==> src/rtl/core/usb_device_threat_table_top_assert.svh <==
// Assertion macros shared by the threat table RTL.
`ifndef USB_DEVICE_THREAT_TABLE_TOP_ASSERT_SVH
`define USB_DEVICE_THREAT_TABLE_TOP_ASSERT_SVH

// Implication checked on every rising clock edge outside of reset.
`define UDTT_ASSERT_IMPL(label, ante, cons) \
  label: assert property (@(posedge clk_i) disable iff (!rst_ni) (ante) |-> (cons)) \
    else $error("threat table assertion failed");

// Implication whose consequent is checked in the cycle after the antecedent.
`define UDTT_ASSERT_NEXT(label, ante, cons) \
  label: assert property (@(posedge clk_i) disable iff (!rst_ni) (ante) |=> (cons)) \
    else $error("threat table assertion failed");

`endif

==> src/rtl/core/udtt_pkg.sv <==
// ----------------------------------------------------------------------------
// udtt_pkg
// Types, codes and the classification rule of the USB device threat table.
// ----------------------------------------------------------------------------
package udtt_pkg;

  localparam int unsigned ENTRIES_DEF = 4;

  localparam int unsigned ADDR_W   = 7;
  localparam int unsigned PROTO_W  = 8;
  localparam int unsigned RATE_W   = 16;
  localparam int unsigned LEVEL_W  = 2;
  localparam int unsigned COUNT_W  = 32;

  localparam logic [RATE_W-1:0] THRESH_RESET = RATE_W'(20);
  localparam logic [PROTO_W-1:0] PROTO_MOUSE = PROTO_W'(2);

  localparam logic [LEVEL_W-1:0] LVL_SAFE      = 2'd0;
  localparam logic [LEVEL_W-1:0] LVL_UNSAFE    = 2'd1;
  localparam logic [LEVEL_W-1:0] LVL_MALICIOUS = 2'd2;

  typedef enum logic [2:0] {
    OP_ADD      = 3'd0,
    OP_UPDATE   = 3'd1,
    OP_REMOVE   = 3'd2,
    OP_ACTIVITY = 3'd3,
    OP_QUERY    = 3'd4
  } op_e;

  // Request fields, last member in the lowest bits.
  typedef struct packed {
    logic               live_is_hid;
    logic [RATE_W-1:0]  rate;
    logic               mounted;
    logic [PROTO_W-1:0] hid_proto;
    logic               is_hid;
    logic [ADDR_W-1:0]  usb_addr;
    logic [2:0]         operation;
  } req_t;

  typedef struct packed {
    logic               table_full;
    logic [COUNT_W-1:0] report_count;
    logic [LEVEL_W-1:0] risk_level;
    logic               found;
  } rsp_t;

  localparam int unsigned REQ_W      = $bits(req_t);
  localparam int unsigned RSP_W      = $bits(rsp_t);
  localparam int unsigned REQ_DATA_W = ((REQ_W + 7) / 8) * 8;
  localparam int unsigned RSP_DATA_W = ((RSP_W + 7) / 8) * 8;

  function automatic logic [LEVEL_W-1:0] classify(input logic hid,
                                                  input logic [PROTO_W-1:0] proto);
    logic [LEVEL_W-1:0] lvl;
    lvl = LVL_SAFE;
    if (hid && (proto != PROTO_MOUSE)) begin
      lvl = LVL_UNSAFE;
    end
    return lvl;
  endfunction

endpackage

==> src/rtl/core/usb_device_threat_table_top.sv <==
// ----------------------------------------------------------------------------
// usb_device_threat_table_top
// Table of tracked USB devices with add, update, remove, activity and query.
// ----------------------------------------------------------------------------
//  Channel   Dir  Handshake             Content
//  s_axis    in   tvalid/tready         request: op, address, device info, rate
//  m_axis    out  tvalid/tready         response: found, level, count, full
//  cfg       in   cfg_we_i (no wait)    rate threshold
//
//  A request is held in the input register; the table lookup, slot update and
//  response are formed from it combinationally and registered at the output,
//  so one request per cycle is sustained while m_axis_tready stays high.
//  Reset clears all slots at once and loads a threshold of 20.
//  A stalled response holds the input register; s_axis_tready drops only
//  when both registers are full and m_axis_tready is low.
// ----------------------------------------------------------------------------
`include "usb_device_threat_table_top_assert.svh"

module usb_device_threat_table_top
  import udtt_pkg::*;
#(
  parameter int unsigned ENTRIES = ENTRIES_DEF
) (
  input  logic                  clk_i,
  input  logic                  rst_ni,
  input  logic                  cfg_we_i,
  input  logic [RATE_W-1:0]     cfg_wdata_i,
  input  logic                  s_axis_tvalid,
  output logic                  s_axis_tready,
  // operation, usb_addr, is_hid, hid_proto, mounted, rate, live_is_hid
  input  logic [REQ_DATA_W-1:0] s_axis_tdata,
  output logic                  m_axis_tvalid,
  input  logic                  m_axis_tready,
  // found, risk_level, report_count, table_full
  output logic [RSP_DATA_W-1:0] m_axis_tdata
);

  localparam int unsigned IdxW = (ENTRIES > 1) ? $clog2(ENTRIES) : 1;

  logic              in_valid_q;
  req_t              in_q;
  logic              out_valid_q;
  rsp_t              out_q, out_d;
  logic              advance;
  logic [RATE_W-1:0] thresh_q;

  logic [ENTRIES-1:0]              mounted_q, mounted_d;
  logic [ENTRIES-1:0][ADDR_W-1:0]  addr_q, addr_d;
  logic [ENTRIES-1:0]              hid_q, hid_d;
  logic [ENTRIES-1:0][PROTO_W-1:0] proto_q, proto_d;
  logic [ENTRIES-1:0][LEVEL_W-1:0] level_q, level_d;
  logic [ENTRIES-1:0][COUNT_W-1:0] reports_q, reports_d;
  logic [ENTRIES-1:0][RATE_W-1:0]  rate_q, rate_d;

  assign advance       = in_valid_q && (!out_valid_q || m_axis_tready);
  assign s_axis_tready = !in_valid_q || advance;
  assign m_axis_tvalid = out_valid_q;
  assign m_axis_tdata  = RSP_DATA_W'(out_q);

  always_ff @(posedge clk_i or negedge rst_ni) begin
    if (!rst_ni) begin
      in_valid_q  <= 1'b0;
      out_valid_q <= 1'b0;
      thresh_q    <= THRESH_RESET;
    end else begin
      if (s_axis_tready) begin
        in_valid_q <= s_axis_tvalid;
      end
      if (advance) begin
        out_valid_q <= 1'b1;
      end else if (m_axis_tready) begin
        out_valid_q <= 1'b0;
      end
      if (cfg_we_i) begin
        thresh_q <= cfg_wdata_i;
      end
    end
  end

  always_ff @(posedge clk_i) begin
    if (s_axis_tready && s_axis_tvalid) begin
      in_q <= req_t'(s_axis_tdata[REQ_W-1:0]);
    end
    if (advance) begin
      out_q <= out_d;
    end
  end

  always_ff @(posedge clk_i or negedge rst_ni) begin
    if (!rst_ni) begin
      mounted_q <= '0;
      addr_q    <= '0;
      hid_q     <= '0;
      proto_q   <= '0;
      level_q   <= '0;
      reports_q <= '0;
      rate_q    <= '0;
    end else if (advance) begin
      mounted_q <= mounted_d;
      addr_q    <= addr_d;
      hid_q     <= hid_d;
      proto_q   <= proto_d;
      level_q   <= level_d;
      reports_q <= reports_d;
      rate_q    <= rate_d;
    end
  end

  // Lookup and slot update for the request in the input register.
  logic               match_hit, free_hit, rm_hit, do_add;
  logic [IdxW-1:0]    match_idx, free_idx, rm_idx;
  logic [LEVEL_W-1:0] cls, act_lvl;
  logic               act_hid;
  logic [COUNT_W-1:0] act_cnt;

  always_comb begin
    match_hit = 1'b0;
    match_idx = '0;
    free_hit  = 1'b0;
    free_idx  = '0;
    rm_hit    = 1'b0;
    rm_idx    = '0;
    for (int i = 0; i < ENTRIES; i++) begin
      if (!match_hit && mounted_q[i] && (addr_q[i] == in_q.usb_addr)) begin
        match_hit = 1'b1;
        match_idx = IdxW'(i);
      end
      if (!free_hit && !mounted_q[i]) begin
        free_hit = 1'b1;
        free_idx = IdxW'(i);
      end
      if (!rm_hit && (addr_q[i] == in_q.usb_addr)) begin
        rm_hit = 1'b1;
        rm_idx = IdxW'(i);
      end
    end

    cls     = classify(in_q.is_hid, in_q.hid_proto);
    act_lvl = level_q[match_idx];
    act_hid = hid_q[match_idx];
    act_cnt = reports_q[match_idx] + COUNT_W'(1);
    // Promote a device that turns out to be HID, then escalate on rate.
    if (!hid_q[match_idx] && in_q.live_is_hid) begin
      act_hid = 1'b1;
      if (act_lvl < LVL_UNSAFE) begin
        act_lvl = LVL_UNSAFE;
      end
    end
    if (in_q.rate > thresh_q) begin
      act_lvl = LVL_MALICIOUS;
    end

    mounted_d = mounted_q;
    addr_d    = addr_q;
    hid_d     = hid_q;
    proto_d   = proto_q;
    level_d   = level_q;
    reports_d = reports_q;
    rate_d    = rate_q;
    out_d     = '0;
    do_add    = 1'b0;

    unique case (op_e'(in_q.operation))
      OP_ADD: begin
        do_add = 1'b1;
      end
      OP_UPDATE: begin
        if (match_hit) begin
          mounted_d[match_idx] = in_q.mounted;
          addr_d[match_idx]    = in_q.usb_addr;
          hid_d[match_idx]     = in_q.is_hid;
          proto_d[match_idx]   = in_q.hid_proto;
          if (cls > level_q[match_idx]) begin
            level_d[match_idx] = cls;
          end
          out_d.found        = 1'b1;
          out_d.risk_level   = level_d[match_idx];
          out_d.report_count = reports_q[match_idx];
        end else begin
          do_add = 1'b1;
        end
      end
      OP_REMOVE: begin
        if (rm_hit) begin
          mounted_d[rm_idx] = 1'b0;
          addr_d[rm_idx]    = '0;
          hid_d[rm_idx]     = 1'b0;
          proto_d[rm_idx]   = '0;
          level_d[rm_idx]   = LVL_SAFE;
          reports_d[rm_idx] = '0;
          rate_d[rm_idx]    = '0;
          out_d.found       = 1'b1;
        end
      end
      OP_ACTIVITY: begin
        if (match_hit) begin
          reports_d[match_idx] = act_cnt;
          rate_d[match_idx]    = in_q.rate;
          hid_d[match_idx]     = act_hid;
          level_d[match_idx]   = act_lvl;
          out_d.found          = 1'b1;
          out_d.risk_level     = act_lvl;
          out_d.report_count   = act_cnt;
        end
      end
      OP_QUERY: begin
        if (match_hit) begin
          out_d.found        = 1'b1;
          out_d.risk_level   = level_q[match_idx];
          out_d.report_count = reports_q[match_idx];
        end
      end
      default: begin
        out_d = '0;
      end
    endcase

    // Take the first unmounted slot, or flag the table as full.
    if (do_add) begin
      if (free_hit) begin
        mounted_d[free_idx] = in_q.mounted;
        addr_d[free_idx]    = in_q.usb_addr;
        hid_d[free_idx]     = in_q.is_hid;
        proto_d[free_idx]   = in_q.hid_proto;
        level_d[free_idx]   = cls;
        reports_d[free_idx] = '0;
        rate_d[free_idx]    = '0;
        out_d.found         = 1'b1;
        out_d.risk_level    = cls;
      end else begin
        out_d.table_full = 1'b1;
      end
    end
  end

  `UDTT_ASSERT_NEXT(a_advance_fills_out, advance, out_valid_q)
  `UDTT_ASSERT_NEXT(a_stall_holds_req, in_valid_q && !advance, in_valid_q && $stable(in_q))
  `UDTT_ASSERT_IMPL(a_full_not_found, out_valid_q, !(out_q.table_full && out_q.found))
  `UDTT_ASSERT_IMPL(a_level_legal, out_valid_q, out_q.risk_level <= LVL_MALICIOUS)
  `UDTT_ASSERT_IMPL(a_full_only_on_add, advance && out_d.table_full,
                    !free_hit && ((in_q.operation == OP_ADD) || (in_q.operation == OP_UPDATE)))

endmodule
==> config.mk <==
export PLATFORM = sky130hd
export DESIGN_NAME = usb_device_threat_table_top
export DESIGN_NICKNAME = d
export VERILOG_FILES = /design/src/rtl/core/udtt_pkg.sv /design/src/rtl/core/usb_device_threat_table_top.sv
export VERILOG_INCLUDE_DIRS = /design/src /design/src/rtl/core
export SDC_FILE = /design/constraint.sdc
export NUM_CORES = 1
export LEC_CHECK = 0
export BUFFER_PORTS_ARGS = -buffer_cell sky130_fd_sc_hd__buf_2
export CAP_MARGIN = 20
export CORE_MARGIN = 3
export CORE_UTILIZATION = 59
export CTS_BUF_LIST = sky130_fd_sc_hd__clkbuf_4 sky130_fd_sc_hd__clkbuf_8
export CTS_CLUSTER_DIAMETER = 100
export CTS_CLUSTER_SIZE = 30
export DETAILED_ROUTE_END_ITERATION = 10
export GPL_ROUTABILITY_DRIVEN = 0
export PLACE_DENSITY_LB_ADDON = 0.1
export SYNTH_ARGS = -nofsm -noshare
export SYNTH_HDL_FRONTEND = slang
export SYNTH_SLANG_ARGS = --single-unit
==> constraint.sdc <==
create_clock -name clk_i -period 4.4 [get_ports clk_i]
set_input_delay 0.88 -clock clk_i [delete_from_list [all_inputs] [get_ports clk_i]]
set_output_delay 0.88 -clock clk_i [all_outputs]
set_load 0.02 [all_outputs]
==> key figures <==
Placed design
  – DP HPWL: 25.17 mm
  – Placed Instances: 1,675
  – Port Buf Inserts: 95

Global routing
  – Initial antenna violation count: 0
  – Grt peak-use layer: met2
  – Vias in the first global route: 11,240
  – GR Util met3: 6.637%
  – Largest net degree at the start of global routing: 118
  – Global Route Usage Sum: 31.45%
  – Met2 Use GR: 48.55%
  – Global route overflow: 0
  – First-pass GRT wire length: 61.07 mm
  – Routing usage on met1: 44.33%

Clock network
  – CTS Hold Bufs: 0
  – CTS Buffer Depth: 3
  – # resized after CTS: 0
  – # Post-CTS Setup Buffers: 0
  – Clock-pin slew on the worst setup and hold paths: 0.17 ns
  – Num Clock Sinks: 263
  – CTS tree: yes
  – Total CTS buffers: 12
  – H-tree lvl count: 1
  – Root buffer cell: clkbuf_8
  – Worst-skew pair later-pin latency: 0.57 ns

Synth
  – Synth cell types: 79
  – Seq cells post-synth: 263
  – Asr flop ratio synth: 72.24%
  – Post-synthesis simple-gate area fraction: 16.23%
  – Seq/Total Area, Yosys: 51.86%
  – Avg Cell Area, Syn: 10.05 µm²
  – EDFF count, synth: 73
  – Mapped cell area: 0.01340 mm²
  – Synth Warn #: 0
  – Post-Synth XOR/XNOR Area: 3.978%
  – Adder-cell share of the synthesized area: 1.587%
  – Main combinational cell family by area after synthesis: compound AO/OA/AOI/OAI gates
  – Multiplexer share of the synthesized area: 0.4669%
  – Post-synthesis cell count: 1,333
  – Post-synth top flop: dfrtp_1
  – Synth Area in Compound Gates: 21.66%

Floorplan
  – Rows: 54
  – Core area: 0.02209 mm²
  – Die H: 156.7 µm
  – Die area: 0.02456 mm²
  – I/O Pins: 103
  – Initial cell density of the core: 60.65%
  – Die width: 156.7 µm

Detailed routing
  – Routed wire per std cell: 22.53 µm
  – Vias/cell: 6.635
  – Total number of vias: 11,260
  – DRT iter0 DRCs: 1,410
  – DRT Wirelength: 38.24 mm
  – DRC: 0
  – Antenna Nets Post-Route: 0
  – 1st-pass router iterations: 7

Timing
  – Min Hold Slack: 0.4277 ns
  – Max Slew Vio Count: 0
  – Tmin final: 4.120 ns
  – RSZ-0062 raised after global routing: no
  – Slew HR: 25.29%
  – Post-Route Setup TNS: 0 ns
  – Worst slew pin tran: 1.118 ns
  – Tcrit/Tclk final: 93.63%
  – Final setup fails: 0
  – Final hold vios: 0
  – Setup Skew: 0.05028 ns
  – Fmax: 242.7 MHz

Power and ir drop
  – Total power: 4997 µW
  – Max rail drop VDD: 278.7 µV
  – Lkg Pwr: 0.005811 µW
  – Power Dens Cells: 342.7 mW/mm²

Worst setup path
  – Cell family with most CP delay: simple AND/OR/NAND/NOR gates
  – Setup crit start kind: register
  – Worst Path Required: 4.67 ns
  – CP endpoint kind: register
  – Buffers & Inverters on Critical Path: 1
  – Critical path's slowest cell: edfxtp_1
  – Data arrival, critical path: 4.39 ns
  – Worst stage delay on the critical path: 0.59 ns
  – FF-to-FF Start: in_q[6]
  – Max FO, Critical Path: 15
  – CP cell instances: xnor2_1, and4_1, a22oi_4, a21oi_4, buf_12, o221ai_1, nor4_2, nand4_1, nor3_1, xor2_1, o22ai_1
  – Worst setup path startpoint: in_q[6]
  – WS Path Type: reg -> reg

Outcome
  – Status: complete, no violations

Finish
  – Final nets: 1,489
  – Ant diodes: 0
  – Final non-filler cell total: 1,697
  – Area grow syn2layout: 8.823%
  – Share of layout cells above drive strength 1: 15.81%

Hold path
  – Hold Crit Class: in -> async

Flow run
  – Max Cap Viol: 0
## worst paths after layout
kind / endpoint / slack (ns) / depth (start not counted)
max: m_axis_tdata[33] / 0.28 / 11
min: reports_q[15] / 0.43 / 1
max reg2reg: m_axis_tdata[33] / 0.28 / 11
min reg2reg: reports_q[87] / 0.50 / 2
max in group asynchronous: thresh_q[2] / 2.90 / 2
min in group clk_i: in_q[11] / 0.50 / 1
## kinds of logic (layout without fill, tap and decap cells)
| family | Yosys count | after routing |
|---|---|---|
| flops | 263 | 263 |
| simple gates | 428 | 428 |
| mux | 6 | 6 |
| other cells | 1 | 4 |
| xor+xnor | 60 | 60 |
| fa+ha+maj | 17 | 17 |
| buf+inv | 121 | 202 |
| compound gates | 437 | 437 |
## layer usage
layer	up-vias	part of all wire, %
li1	5072	-
met1	5452	41
met2	627	45
met3	108	10
met4	0	3.4
met5	-	0
## Yosys cell counts (20+ instances only)
cell	number	share of area, %
edfxtp_1	73	16
xor2_1	25	1.6
o21ai_0	142	5.3
nor2_1	95	2.7
inv_1	28	0.78
clkbuf_1	55	1.5
xnor2_1	34	2.2
nand4_1	20	0.93
o21ai_1	35	1.3
a21oi_1	50	1.9
or3_1	21	0.98
dfrtp_1	188	35
a22o_1	46	3.0
a2111oi_0	25	1.6
buf_2	20	0.75
nor3_1	44	1.6
o22ai_1	40	1.9
nand2_1	163	4.6
## per-stage QoR
step / worst slack [ns] / cell area [µm²] / utilization (%)
3_3_place_gp: 0.3602 / 14280 / 64.64
5_1_grt: 0.01101 / 14580 / 66.00
3_5_place_dp: 0.3264 / 14280 / 64.64
4_1_cts: 0.3114 / 14520 / 65.70
2_1_floorplan: 0.5536 / 13410 / -
6_report: 0.2803 / 14580 / 66.00
## state kept, by name (all words and copies together), names as in the netlist
name and count:
reports_q 128, mounted_q 4, in_q 37, thresh_q 16, m_axis_tvalid 1, level_q 8, addr_q 28, hid_q 4
m_axis_tdata 36, in_valid_q 1
## cell usage in the layout (no fill, tap or decap), types with 21 or more instances in the layout
cell type and n:
a2111oi_0 25, a21oi_1 50, a22o_1 46, buf_2 94
buf_4 53, dfrtp_1 188, edfxtp_1 73, inv_1 27
nand2_1 163, nor2_1 95, nor3_1 43, o21ai_0 140
o21ai_1 33, o22ai_1 40, or3_1 21, xnor2_1 34
xor2_1 25
## power by group
part / leakage, µW / internal [µW] / switching, µW
logic: 0.00241 / 392 / 677
clock network: 0.000125 / 332 / 729
registers: 0.00327 / 2710 / 163
## worst reg2reg max path, stage by stage, from the launching register on
cell	delay, ns
edfxtp_1	0.59
xnor2_1	0.33
and4_1	0.36
a22oi_4	0.15
a21oi_4	0.28
buf_12	0.21
o221ai_1	0.27
nor4_2	0.48
nand4_1	0.41
nor3_1	0.30
xor2_1	0.34
o22ai_1	0.15
## area by class of cell
| cell class | count | area, µm² |
|---|---|---|
| sequential | 263 | 6949 |
| inverter | 29 | 108.9 |
| fill | 1783 | 7511 |
| tap | 280 | 350.3 |
| multi-input combinational | 952 | 5952 |
| clock buffer | 19 | 224.0 |
| clock inverter | 1 | 8.758 |
| timing repair buffer | 153 | 989.7 |
(Power assumes the default switching activity.)
